## src/rtl/core/emg_time_domain_features_unit_assert.svh

```systemverilog
// ============================================================================
// EMG feature unit assertion macros
// Concurrent assertion wrappers, clocked on clk and disabled while rst_n is low.
// ============================================================================
`ifndef EMG_TIME_DOMAIN_FEATURES_UNIT_ASSERT_SVH
`define EMG_TIME_DOMAIN_FEATURES_UNIT_ASSERT_SVH
`ifndef SYNTHESIS
// A property that must hold at every clock edge.
`define EMG_TDF_ASSERT(lbl, prop) \
    lbl: assert property (@(posedge clk) disable iff (!rst_n) (prop)) \
        else $error("assertion failed: %m");
// A consequence that must hold in the same cycle as its trigger.
`define EMG_TDF_ASSERT_IMPL(lbl, ante, cons) \
    lbl: assert property (@(posedge clk) disable iff (!rst_n) (ante) |-> (cons)) \
        else $error("assertion failed: %m");
// A consequence that must hold in the cycle after its trigger.
`define EMG_TDF_ASSERT_NEXT(lbl, ante, cons) \
    lbl: assert property (@(posedge clk) disable iff (!rst_n) (ante) |=> (cons)) \
        else $error("assertion failed: %m");
`else
`define EMG_TDF_ASSERT(lbl, prop)
`define EMG_TDF_ASSERT_IMPL(lbl, ante, cons)
`define EMG_TDF_ASSERT_NEXT(lbl, ante, cons)
`endif
`endif

```

## src/rtl/core/emg_tdf_pkg.sv

```systemverilog
// ============================================================================
// EMG feature unit package
// Field widths, register codes and payload types shared by the feature unit.
// ============================================================================
package emg_tdf_pkg;

    localparam int CHANNEL_BITS   = 3;
    localparam int SAMPLE_BITS    = 16;
    localparam int LAG            = 2;
    localparam int TAPS           = 2 * LAG;
    localparam int WINDOW_MAX     = 256;
    localparam int POS_BITS       = 9;
    localparam int SUM_BITS       = 24;
    localparam int LEN_BITS       = 25;
    localparam int COUNT_BITS     = 9;
    localparam int LEVEL_BITS     = 15;
    localparam int RECIP_BITS     = 24;
    localparam int RATE_BITS      = 16;

    // Right shifts that bring each product back to its output format.
    localparam int MEAN_SHIFT     = 24;
    localparam int LEN_SHIFT      = 25;
    localparam int RATE_SHIFT     = 8;

    localparam int CFG_INDEX_BITS = 2;
    localparam int CFG_DATA_BITS  = 24;

    localparam logic [CFG_INDEX_BITS-1:0] CFG_DEADZONE          = 2'd0;
    localparam logic [CFG_INDEX_BITS-1:0] CFG_TURN_THRESHOLD    = 2'd1;
    localparam logic [CFG_INDEX_BITS-1:0] CFG_WINDOW_RECIPROCAL = 2'd2;

    localparam logic [LEVEL_BITS-1:0] DEADZONE_RESET       = 15'd33;
    localparam logic [LEVEL_BITS-1:0] TURN_THRESHOLD_RESET = 15'd49;
    localparam logic [RECIP_BITS-1:0] RECIPROCAL_RESET     = 24'd111848;

    localparam int RESULT_DEPTH   = 4;
    localparam int RESULT_PTR_BITS = 2;
    localparam int RESULT_CNT_BITS = 3;

    typedef struct packed {
        logic [CHANNEL_BITS-1:0]       channel;
        logic signed [SAMPLE_BITS-1:0] sample;
        logic                          last_sample;
    } sample_t;

    typedef struct packed {
        logic [CHANNEL_BITS-1:0]       out_channel;
        logic signed [SAMPLE_BITS-1:0] mean_value;
        logic [RATE_BITS-1:0]          length_rate;
        logic [RATE_BITS-1:0]          zero_rate;
        logic [RATE_BITS-1:0]          turn_rate;
        logic [COUNT_BITS-1:0]         zero_total;
        logic [COUNT_BITS-1:0]         turn_total;
    } feature_t;

    typedef struct packed {
        logic [LEVEL_BITS-1:0] deadzone;
        logic [LEVEL_BITS-1:0] turn_threshold;
        logic [RECIP_BITS-1:0] window_reciprocal;
    } cfg_t;

    // One channel's entry of the state memory; taps[0] is the newest sample.
    typedef struct packed {
        logic [TAPS-1:0][SAMPLE_BITS-1:0] taps;
        logic signed [SUM_BITS-1:0]       sum;
        logic [LEN_BITS-1:0]              length;
        logic [COUNT_BITS-1:0]            crossings;
        logic [COUNT_BITS-1:0]            turns;
        logic [POS_BITS-1:0]              position;
    } state_t;

    // Accumulated totals of a closed window, before scaling.
    typedef struct packed {
        logic [CHANNEL_BITS-1:0]    channel;
        logic signed [SUM_BITS-1:0] sum;
        logic [LEN_BITS-1:0]        length;
        logic [COUNT_BITS-1:0]      crossings;
        logic [COUNT_BITS-1:0]      turns;
    } window_t;

endpackage

```

## src/rtl/core/emg_tdf_update.sv

```systemverilog
// ============================================================================
// EMG feature unit state update
// Folds one sample into its channel's state: sum, waveform length, zero
// crossings, slope turns, delay line and position.
// ============================================================================
module emg_tdf_update (
    input  emg_tdf_pkg::state_t  state,
    input  emg_tdf_pkg::sample_t item,
    input  emg_tdf_pkg::cfg_t    cfg,
    output emg_tdf_pkg::state_t  state_next,
    output emg_tdf_pkg::window_t window
);

    localparam int SB   = emg_tdf_pkg::SAMPLE_BITS;
    localparam int SUMB = emg_tdf_pkg::SUM_BITS;
    localparam int LENB = emg_tdf_pkg::LEN_BITS;
    localparam int LVB  = emg_tdf_pkg::LEVEL_BITS;
    localparam int TAPS = emg_tdf_pkg::TAPS;
    localparam int LAG  = emg_tdf_pkg::LAG;
    localparam int PB   = emg_tdf_pkg::POS_BITS;

    logic signed [SB-1:0]   x;
    logic signed [SB-1:0]   fst;
    logic signed [SB-1:0]   mid;
    logic signed [SB:0]     x_w;
    logic signed [SB:0]     fst_w;
    logic signed [SB:0]     mid_w;
    logic signed [SB:0]     dz_w;
    logic signed [SB:0]     diff_mf;
    logic signed [SB:0]     diff_ml;
    logic [SB:0]            step_mf;
    logic [SB:0]            step_ml;
    logic [SB:0]            th_w;
    logic signed [SUMB:0]   sum_wide;
    logic signed [SUMB-1:0] sum_sat;
    logic [LENB:0]          len_wide;
    logic [LENB-1:0]        len_sat;
    logic                   lag_on;
    logic                   same_sign;
    logic                   quiet;
    logic                   extremum;
    logic                   steep;
    emg_tdf_pkg::state_t    updated;

    assign x     = item.sample;
    assign fst   = $signed(state.taps[TAPS-1]);
    assign mid   = $signed(state.taps[LAG-1]);
    assign x_w   = (SB+1)'(x);
    assign fst_w = (SB+1)'(fst);
    assign mid_w = (SB+1)'(mid);
    assign dz_w  = $signed({{(SB+1-LVB){1'b0}}, cfg.deadzone});
    assign th_w  = {{(SB+1-LVB){1'b0}}, cfg.turn_threshold};

    assign lag_on = state.position >= PB'(TAPS);

    assign sum_wide = (SUMB+1)'(state.sum) + (SUMB+1)'(x);
    always_comb
    begin
        if (sum_wide[SUMB] != sum_wide[SUMB-1])
        begin
            sum_sat = sum_wide[SUMB] ? {1'b1, {(SUMB-1){1'b0}}} : {1'b0, {(SUMB-1){1'b1}}};
        end
        else
        begin
            sum_sat = sum_wide[SUMB-1:0];
        end
    end

    // Zero is on both sides, so a step to or from zero is no crossing.
    assign same_sign = (!mid[SB-1] && !fst[SB-1]) ||
                       ((mid[SB-1] || (mid == '0)) && (fst[SB-1] || (fst == '0)));
    assign quiet = (mid_w < dz_w) && (mid_w > -dz_w) && (fst_w < dz_w) && (fst_w > -dz_w);

    assign diff_mf  = mid_w - fst_w;
    assign diff_ml  = mid_w - x_w;
    assign step_mf  = diff_mf[SB] ? $unsigned(-diff_mf) : $unsigned(diff_mf);
    assign step_ml  = diff_ml[SB] ? $unsigned(-diff_ml) : $unsigned(diff_ml);
    assign extremum = ((mid > fst) && (mid > x)) || ((mid < fst) && (mid < x));
    assign steep    = (step_mf > th_w) || (step_ml > th_w);

    assign len_wide = {1'b0, state.length} + (LENB+1)'(step_mf);
    assign len_sat  = len_wide[LENB] ? '1 : len_wide[LENB-1:0];

    always_comb
    begin
        updated     = state;
        updated.sum = sum_sat;
        if (lag_on)
        begin
            if (!same_sign && !quiet && (state.crossings != '1))
            begin
                updated.crossings = state.crossings + 1'b1;
            end
            if (extremum && steep && (state.turns != '1))
            begin
                updated.turns = state.turns + 1'b1;
            end
            updated.length = len_sat;
        end
        for (int k = TAPS - 1; k > 0; k--)
        begin
            updated.taps[k] = state.taps[k-1];
        end
        updated.taps[0] = item.sample;
        if (state.position != PB'(emg_tdf_pkg::WINDOW_MAX))
        begin
            updated.position = state.position + 1'b1;
        end
    end

    // A closing sample hands its totals on and leaves the channel cleared.
    assign state_next = item.last_sample ? '0 : updated;

    assign window.channel   = item.channel;
    assign window.sum       = updated.sum;
    assign window.length    = updated.length;
    assign window.crossings = updated.crossings;
    assign window.turns     = updated.turns;

endmodule

```

## config.mk

```make
export PLATFORM = sky130hd
export DESIGN_NAME = emg_tdf_update
export DESIGN_NICKNAME = d
export VERILOG_FILES = /design/src/rtl/core/emg_time_domain_features_unit_assert.svh /design/src/rtl/core/emg_tdf_pkg.sv /design/src/rtl/core/emg_tdf_update.sv
export SDC_FILE = /design/constraint.sdc
export NUM_CORES = 1
export LEC_CHECK = 0
export ABC_AREA = 1
export ABC_CLOCK_PERIOD_IN_PS = 4900
export BUFFER_PORTS_ARGS = -buffer_cell sky130_fd_sc_hd__buf_2
export CAP_MARGIN = 10
export CORE_ASPECT_RATIO = 0.8
export CORE_MARGIN = 8
export CORE_UTILIZATION = 47
export DETAILED_ROUTE_END_ITERATION = 12
export PLACE_DENSITY = 0.82
export SLEW_MARGIN = 20
export SYNTH_ARGS = -nofsm -noshare
export SYNTH_HDL_FRONTEND = slang
export SYNTH_SLANG_ARGS = --single-unit
```

## constraint.sdc

```tcl
create_clock -name vclk -period 4.9
set_input_delay 0.735 -clock vclk [all_inputs]
set_output_delay 0.735 -clock vclk [all_outputs]
set_load 0.05 [all_outputs]
```

==> impl_metrics.py, run 1 <==
metrics = {
    "place": {
        "gp_congestion": 1.08,
        "dp_slack_ns": -0.701,
        "dp_hpwl_mm": 40.2,
        "io_buffers": 394,
    },
    "floorplan": {
        "die_w_um": 180,
        "die_h_um": 147,
        "start_util_pct": 47.4,
        "num_io_pins": 424,
        "row_count": 48,
    },
    "global_routing": {
        "grt.total_usage_pct": 75.0,
        "grt_max_degree": 70,
        "antenna_found_initial": 10,
        "overflow": 7,
    },
    "synth": {
        "synth_top_family_by_area": "simple AND/OR/NAND/NOR gates",
        "ys_seq_area_share_pct": 0,
        "synth_warnings": 0,
        "syn_area_per_cell_sq_um": 5.35,
        "synthSimpleGateAreaFrac_pct": 41.2,
        "synthXorXnorAreaFrac_pct": 6.90,
        "syn-num-nets": 2288,
        "ys_types": 48,
        "synth_fa_ha_area_share_pct": 22.5,
        "synthCells": 1894,
        "synthMuxAreaShare_pct": 0,
        "synth-compound-area-share_pct": 13.7,
        "synth_area_sq_um": 10100,
    },
    "status": {
        "failing_step": "global routing",
        "status": "did not finish",
        "error": "[ERROR GRT-0232] Routing congestion too high. Check the congestion heatmap in the GUI.",
    },
    "clock_tree": {
        "holdBufCountCts": 0,
    },
    "sta": {
        "worst-ep-kind": "top-level output",
        "worst_endpoint": "state_next[51]",
    },
}
-- cells by family after synthesis --
group / count (synthesis)
simple gates: 974
fa+ha+maj: 180
compound gates: 252
xor+xnor: 79
buf+inv: 409
-- stage by stage --
step	std cells	TNS, ns	hold WS, ns	area (sq um)	util (%)
2_1_floorplan	1894	-2.20	1.59	10700	-
3_3_place_gp	2837	-38.94	1.47	15200	71.1
3_5_place_dp	2837	-49.43	1.47	15200	71.1
4_1_cts	2883	-23.45	1.47	17000	79.5
-- what timing repair did --
item / CTS
setup endpoints to repair: 86
pin swaps: 100
gates cloned: 1
buffers inserted: 48
gates resized for setup: 410
-- routing by layer --
layer / track usage [%] / overflow
met2: 85.6 / 6
met3: 70.6 / 0
met1: 74.3 / 0
met4: 66.7 / 1
met5: 48.7 / 0
-- cell usage after synthesis, types with 4 or more instances --
master    instances  area (sq um)
nand3_1         117           586
o22ai_1           6          37.5
ha_1            176          2200
o41ai_1           4          35.0
buf_4             6          45.0
xnor2_1          20           175
nand2_1         510          1910
nor4_1            5          31.3
nor3_1           27           135
o21bai_1          4          30.0
o21a_1            4          30.0
nand3b_1          5          37.5
nand2_2          22           138
inv_1           369          1390
xor2_1           58           508
buf_6             4          45.0
buf_2             4          20.0
buf_1             6          22.5
and2_1            8          50.1
nand4_1          46           288
inv_2             6          22.5
o31ai_1           4          30.0
nor2_4            5          56.3
nor2_1          212           796
o21ai_0          60           300
a21o_1            5          37.5
fa_1              4          80.1
a21oi_1         143           716
clkbuf_1         13          48.8
nor2_2            6          37.5
o211ai_1          5          37.5
==> run 2: changes to the inputs <==
- ABC_CLOCK_PERIOD_IN_PS: 4900 -> 6370
- CORE_ASPECT_RATIO: 0.8 -> unset
- CORE_UTILIZATION: 47 -> 39
- PLACE_DENSITY: 0.82 -> unset
- PLACE_DENSITY_LB_ADDON: unset -> 0.15
- clock period: 4.9 -> 6.37 ns (I/O delays scaled with it)
==> impl_metrics.py, run 2 <==
metrics = {
    "status": {
        "status": "complete, no violations",
    },
    "synth": {
        "syn_area_per_cell_sq_um": 5.35,
        "yosysMostFrequentCell": "nand2_1",
        "synth_area_leader_cell": "ha_1",
        "ys_types": 48,
        "synth_area_sq_um": 10100,
        "synth_area_leaders": "ha_1 22%, nand2_1 19%, inv_1 14%",
        "synth_top_area_share_pct": 21.7,
        "ys_seq_area_share_pct": 0,
        "yosys-top-cells-count": "510 x nand2_1, 369 x inv_1, 212 x nor2_1",
        "synthCells": 1894,
        "synth_warnings": 0,
        "syn-num-nets": 2288,
    },
    "sta": {
        "relSlewSlack_pct": 41.1,
        "setup_violations": 0,
        "period_needed_ns": 6.14,
        "grt_setup_unrepaired": "yes",
        "tightest_slew_ns": 0.881,
        "hold_violations": 0,
        "max_freq_ghz": 0.163,
        "fin_crit_sh_pct": 96.4,
        "drv_slew": 0,
    },
    "setup_path": {
        "startpoint_type": "primary input",
        "cp_max_fo": 6,
        "slowest_stage": "ha_2",
        "crit_type": "in2out",
        "critPathRequiredTime_ns": 5.41,
        "crit_buf_inv": 8,
        "cp_common_cell": "nand2_1",
        "critPathArrivalTime_ns": 5.18,
        "slowest_delay_ns": 0.37,
        "cp.depth": 29,
        "endpoint_kind": "primary output",
        "crit_family": "buffers and inverters",
    },
    "global_routing": {
        "grt_pass1_vias": 12300,
        "overflow": 0,
        "grt_max_degree": 79,
        "grt_pass1_wl_mm": 59.7,
        "grt.total_usage_pct": 22.7,
        "antenna_found_initial": 0,
    },
    "cells_and_area": {
        "design_area_sq_um": 12900,
        "mostFrequentLayoutCells": "506 x nand2_1, 368 x buf_2, 363 x inv_1, 204 x nor2_1, 166 x ha_1",
        "seq_area_sq_um": 0,
        "nets": 2686,
        "final_cells": 2625,
        "final_common_cell": "nand2_1",
        "design.seq.count": 0,
        "nClkBuffers": 0,
        "n_antenna_cell": 0,
        "drive_gt1_share_pct": 23.4,
        "syn_to_final_growth_pct": 27.8,
    },
    "pwr": {
        "power.switching_mw": 2.09,
        "max-vdd-ir-drop_mv": 0.358,
        "seqPwrFrac_pct": 0,
        "switching_share_pct": 71.0,
        "combPwrFrac_pct": 100.0,
        "cellLeakagePower_nw": 8.07,
        "p_int_mw": 0.856,
        "power.total_mw": 2.95,
        "p_per_area_nw_per_um2": 228,
        "clockPowerShare_pct": 0,
    },
    "floorplan": {
        "start_util_pct": 39.3,
        "die_w_um": 177,
        "fp.dieArea_sq_um": 31400,
        "die_h_um": 177,
        "coreArea_sq_um": 25800,
        "row_count": 59,
        "num_io_pins": 424,
    },
    "place": {
        "gp_congestion": 0.937,
        "post_dp_cell_area_sq_um": 12500,
        "dp_cells": 2612,
        "dp_hpwl_mm": 34.4,
        "io_buffers": 394,
    },
    "min_path": {
        "whs_path_depth": 0,
        "min_path_type": "in2out",
    },
    "detailed_routing": {
        "drt-initial-drc-count": 746,
        "routed_wl_mm": 38.8,
        "antenna_left": 0,
        "first_pass_iters": 7,
        "post-route-drc-count": 0,
        "wire_per_inst_um": 14.8,
        "vias_per_cell": 4.91,
        "dr_total_vias": 12900,
    },
    "job": {
        "drv_cap": 0,
    },
}
==> run 2: cell counts after synthesis <==
No cell type changed its count.
==> run 2: cell type report <==
cell class	count	area, sq um
Fill cell	2840	12800
Inverter	376	1410
Multi-Input combinational cell	1485	8780
Tap cell	335	419
Timing Repair Buffer	428	2320
Timing Repair inverter	1	7.51
==> run 2: layer usage <==
metal	vias up	part of all wire (%)	global-route usage (%)	wire [um]
li1	6814	-	-	-
met1	5682	45	29.5	17600
met2	365	46	40.0	18000
met3	28	6.8	3.05	2630
met4	0	1.5	3.01	569
met5	-	0	0	0
==> run 2: power groups by stage <==
stage | sequential, mW | clock [mW] | combinational [mW]
detailed placement | 0 | 0 | 2.81
global route | 0 | 0 | 3.21
global placement | 0 | 0 | 2.79
CTS | 0 | 0 | 2.82
floorplan | 0 | 0 | 2.18
finish | 0 | 0 | 2.95
==> run 2: repair_timing <==
action                                  in CTS  in global routing
buffers inserted                             0                 12
endpoints found under the hold margin        0                  0
hold buffers                                 0                  0
endpoints found under the setup margin       0                 86
resized for setup                            0                112
==> run 2: final timing paths <==
path      start              to
max   state[92]  state_next[27]
min    item[18]      window[68]
==> run 2: logic make-up after synthesis <==
group / after synthesis / share of synthesized area, %
AO/OA/AOI/OAI: 252 / 13.7
XOR/XNOR: 79 / 6.90
adder cells (fa/ha/maj): 180 / 22.5
buffers and inverters: 409 / 15.7
AND/OR/NAND/NOR: 974 / 41.2
==> run 2: metrics by stage <==
stage	setup TNS, ns	setup slack, ns	util (%)	hold WS, ns
after global routing	-0.756	-0.0592	50.3	1.91
after global placement	0	0.106	48.6	1.91
after detailed placement	0	0.0697	48.6	1.91
after CTS	0	0.0658	48.6	1.91
after floorplan	0	0.117	-	2.08
final	0	0.231	50.3	1.91
Power figures use the tool's default switching activity.
==> run 3: changes to the inputs <==
- CORE_UTILIZATION: 39 -> 30
- SETUP_SLACK_MARGIN: unset -> 0.1
==> impl_metrics.py, run 3 (same netlist as run 2, synthesis figures left out) <==
metrics = {
    "cells_and_area": {
        "nets": 2706,
        "nClkBuffers": 0,
        "drive_gt1_share_pct": 25.7,
        "seq_area_sq_um": 0,
        "design.seq.count": 0,
        "final_common_cell": "nand2_1",
        "fillers": 3825,
        "mostFrequentLayoutCells": "496 x nand2_1, 364 x buf_2, 359 x inv_1, 200 x nor2_1, 155 x ha_1",
        "utilization_pct": 40.4,
        "final_cells": 2760,
        "design_area_sq_um": 13500,
        "syn_to_final_growth_pct": 32.9,
    },
    "floorplan": {
        "fp.dieArea_sq_um": 39900,
        "num_io_pins": 424,
        "row_count": 67,
        "die_h_um": 200,
        "coreArea_sq_um": 33400,
        "die_w_um": 200,
        "start_util_pct": 30.4,
    },
    "sta": {
        "grt_setup_unrepaired": "no",
        "hold_slack_ns": 1.91,
        "fin_crit_sh_pct": 94.3,
        "period_needed_ns": 6.01,
        "drv_slew": 0,
        "tightest_slew_ns": 1.03,
        "setup_violations": 0,
        "relSlewSlack_pct": 31.5,
        "max_freq_ghz": 0.167,
        "hold_violations": 0,
    },
    "status": {
        "status": "complete, no violations",
    },
    "place": {
        "gp_congestion": 0.918,
        "dp_cells": 2732,
        "dp_hpwl_mm": 37.1,
        "post_dp_cell_area_sq_um": 12700,
        "io_buffers": 394,
    },
    "setup_path": {
        "crit_type": "in2out",
        "endpoint_kind": "primary output",
        "cp_common_cell": "nand2_1",
        "startpoint_type": "primary input",
        "critPathRequiredTime_ns": 5.41,
        "slowest_stage": "fa_2",
        "slowest_delay_ns": 0.65,
        "critPathArrivalTime_ns": 5.05,
        "cp_max_fo": 3,
    },
    "pwr": {
        "p_int_mw": 0.880,
        "power.switching_mw": 2.14,
        "combPwrFrac_pct": 100.0,
        "switching_share_pct": 70.8,
        "p_per_area_nw_per_um2": 224,
        "seqPwrFrac_pct": 0,
        "max-vdd-ir-drop_mv": 0.250,
        "cellLeakagePower_nw": 8.18,
        "clockPowerShare_pct": 0,
        "power.total_mw": 3.02,
    },
    "detailed_routing": {
        "antenna_left": 0,
        "routed_wl_mm": 41.9,
        "dr_total_vias": 13000,
        "vias_per_cell": 4.72,
        "first_pass_iters": 5,
        "drt-initial-drc-count": 576,
        "wire_per_inst_um": 15.2,
        "post-route-drc-count": 0,
    },
    "job": {
        "drv_cap": 0,
    },
    "global_routing": {
        "overflow": 0,
        "grt.total_usage_pct": 19.3,
        "grt_max_degree": 100,
        "grt_pass1_vias": 12700,
        "grt_pass1_wl_mm": 63.2,
        "antenna_found_initial": 0,
    },
    "min_path": {
        "min_to": "window[69]",
        "whs_path_depth": 0,
        "min_path_type": "in2out",
        "hp-start": "item[19]",
    },
    "clock_tree": {
        "holdBufCountCts": 0,
    },
}
-- run 3: cell count changes in the layout (fill, tap and decap cells not counted), moves of 5 or more --
cell and change:
buf_4 +20, ha_1 -11, ha_4 +7, nand2_1 -10, nand2_2 +11, nor2_4 +5
-- run 3: worst max-delay path, delay by kind of cell --
family	cells	cell delay, ns
AO/OA/AOI/OAI	2	0.25
XOR/XNOR	1	0.15
adder cells (fa/ha/maj)	3	1.11
buffers and inverters	5	0.61
AND/OR/NAND/NOR	18	1.95
-- run 3: per-stage QoR --
stage,setup slack [ns],setup TNS [ns]
after floorplan,0.117,0
after global placement,0.0500,0
after detailed placement,-0.0186,-0.0186
after CTS,0.102,0
after global routing,0.0329,0
final,0.365,0
-- run 3: power by group through the flow --
stage | registers (mW) | logic (mW) | clock network [mW]
final | 0 | 3.02 | 0.0000000422
after global routing | 0 | 3.30 | 0
after CTS | 0 | 2.89 | 0
after detailed placement | 0 | 2.86 | 0
after global placement | 0 | 2.84 | 0
after floorplan | 0 | 2.18 | 0
-- run 3: what timing repair did --
action                     CTS  global route
setup buffers                3            21
cloned                       0             2
setup endpoints to repair   32            86
pin swaps                    3            52
resized for setup           15           139
-- run 3: how the worst max path moves through the flow --
stage | from | to
floorplan | state[92] | state_next[29]
global placement | state[92] | state_next[30]
detailed placement | state[92] | state_next[31]
CTS | state[92] | state_next[13]
global route | state[124] | state_next[14]
finish | state[124] | state_next[45]
-- run 3: per-layer routing --
metal | global-route usage [%] | part of all wire (%) | vias to the layer above
met5 | 0 | 0 | -
met4 | 2.26 | 1.3 | 0
met3 | 2.70 | 6.4 | 34
met2 | 33.4 | 47 | 359
met1 | 25.7 | 46 | 5780
li1 | - | - | 6863
-- run 3: cell type report --
type | instances | area, sq um | share of cell area [%]
tap | 448 | 561 | 4.16
inverter | 376 | 1410 | 10.5
timing repair buffer | 447 | 2480 | 18.4
antenna | 2 | 5.00 | 0.0372
multi-input combinational | 1487 | 9000 | 66.9
==> run 4: changes to the inputs <==
- REMOVE_ABC_BUFFERS: unset -> 1
==> impl_metrics.py, run 4 (same netlist as run 2, synthesis figures left out) <==
metrics = {
    "cells_and_area": {
        "drive_gt1_share_pct": 24.6,
        "final_cells": 2746,
        "design.seq.count": 0,
        "multi_input_area_sq_um": 8910,
        "fillers": 3809,
        "seq_area_sq_um": 0,
        "nets": 2693,
        "final_common_cell": "nand2_1",
        "syn_to_final_growth_pct": 31.3,
        "nClkBuffers": 0,
        "mostFrequentLayoutCells": "502 x nand2_1, 360 x inv_1, 360 x buf_2, 197 x nor2_1, 163 x ha_1",
    },
    "setup_path": {
        "cp_max_fo": 5,
        "startpoint_type": "primary input",
        "endpoint_kind": "primary output",
        "crit_type": "in2out",
        "slowest_delay_ns": 0.34,
        "slowest_stage": "fa_2",
        "critPathArrivalTime_ns": 5.10,
        "critPathRequiredTime_ns": 5.41,
        "crit_family": "simple AND/OR/NAND/NOR gates",
        "crit_buf_inv": 8,
    },
    "place": {
        "gp_congestion": 0.893,
        "dp_slack_ns": 0.112,
        "dp_hpwl_mm": 35.0,
        "dp_cells": 2729,
        "io_buffers": 394,
    },
    "detailed_routing": {
        "wire_per_inst_um": 14.5,
        "vias_per_cell": 4.66,
        "drt-initial-drc-count": 489,
        "dr_total_vias": 12800,
        "post-route-drc-count": 0,
        "antenna_left": 0,
        "routed_wl_mm": 39.8,
        "first_pass_iters": 5,
    },
    "pwr": {
        "power.switching_mw": 2.09,
        "switching_share_pct": 70.0,
        "cellLeakagePower_nw": 8.11,
        "power.total_mw": 2.99,
        "p_int_mw": 0.896,
        "seqPwrFrac_pct": 0,
        "combPwrFrac_pct": 100.0,
        "max-vdd-ir-drop_mv": 0.279,
        "clockPowerShare_pct": 0,
        "p_per_area_nw_per_um2": 225,
    },
    "global_routing": {
        "grt_max_degree": 66,
        "overflow": 0,
        "antenna_found_initial": 1,
        "grt_pass1_vias": 12500,
        "grt.total_usage_pct": 18.5,
        "grt_pass1_wl_mm": 61.1,
    },
    "sta": {
        "tightest_slew_ns": 0.839,
        "relSlewSlack_pct": 43.9,
        "setup_violations": 0,
        "grt_setup_unrepaired": "yes",
        "fin_crit_sh_pct": 95.1,
        "hold_violations": 0,
        "setup_slack_ns": 0.315,
        "period_needed_ns": 6.06,
        "drv_slew": 0,
        "hold_slack_ns": 1.91,
        "max_freq_ghz": 0.165,
    },
    "clock_tree": {
        "holdBufCountCts": 0,
    },
    "status": {
        "status": "complete, no violations",
    },
    "floorplan": {
        "coreArea_sq_um": 33400,
        "num_io_pins": 424,
        "fp.dieArea_sq_um": 39900,
        "row_count": 67,
        "die_h_um": 200,
        "start_util_pct": 30.4,
        "die_w_um": 200,
    },
    "min_path": {
        "min_path_type": "in2out",
    },
    "job": {
        "drv_cap": 0,
    },
}
## run 4: cell types whose count changed in the layout (fill, tap and decap cells not counted), sizes merged
cell      previous run  this run
buf                437       417
clkbuf              10        17
clkinvlp             0         2
diode                2         1
inv                375       374
nor2               225       224
## run 4: layout make-up
| class | instances | share of cell area (%) |
|---|---|---|
| well taps | 448 | 4.21 |
| multi-input cells | 1486 | 67.0 |
| diodes | 1 | 0.0188 |
| inverters | 376 | 10.6 |
| repair inverters | 1 | 0.0564 |
| repair buffers | 434 | 18.1 |
## run 4: per-stage QoR
step                      utilization [%]  setup TNS (ns)  cell area [sq um]
after global routing                 39.9         -0.0146              13300
after floorplan                         -         -0.0208               9950
final                                39.9               0              13300
after global placement               38.0               0              12700
after detailed placement             38.0               0              12700
after CTS                            38.0               0              12700
## run 4: metal layers
metal / vias to the layer above / GRT usage (%) / wire (um)
met3: 35 / 2.97 / 2580
met1: 5570 / 24.3 / 18300
met5: - / 0 / 0
met4: 0 / 2.43 / 518
met2: 359 / 32.3 / 18400
li1: 6834 / - / -
## run 4: repair_timing
action	in CTS	in global routing
endpoints found under the setup margin	1	86
cloned	0	2
pin swaps	0	37
setup buffers	0	14
resized for setup	1	158
## run 4: power groups by stage
| stage | registers, mW | logic [mW] | clock network, mW |
|---|---|---|---|
| 2_1_floorplan | 0 | 2.14 | 0 |
| 3_3_place_gp | 0 | 2.81 | 0 |
| 3_5_place_dp | 0 | 2.84 | 0 |
| 4_1_cts | 0 | 2.84 | 0 |
| 5_1_grt | 0 | 3.27 | 0.0000000210 |
| 6_report | 0 | 2.99 | 0.0000000210 |
## run 4: path summary, 6_finish.rpt
kind  cells past startpoint             end  startpoint  slack (ns)
max                      32  state_next[43]   state[92]        0.31
min                       0      window[68]    item[18]        1.91
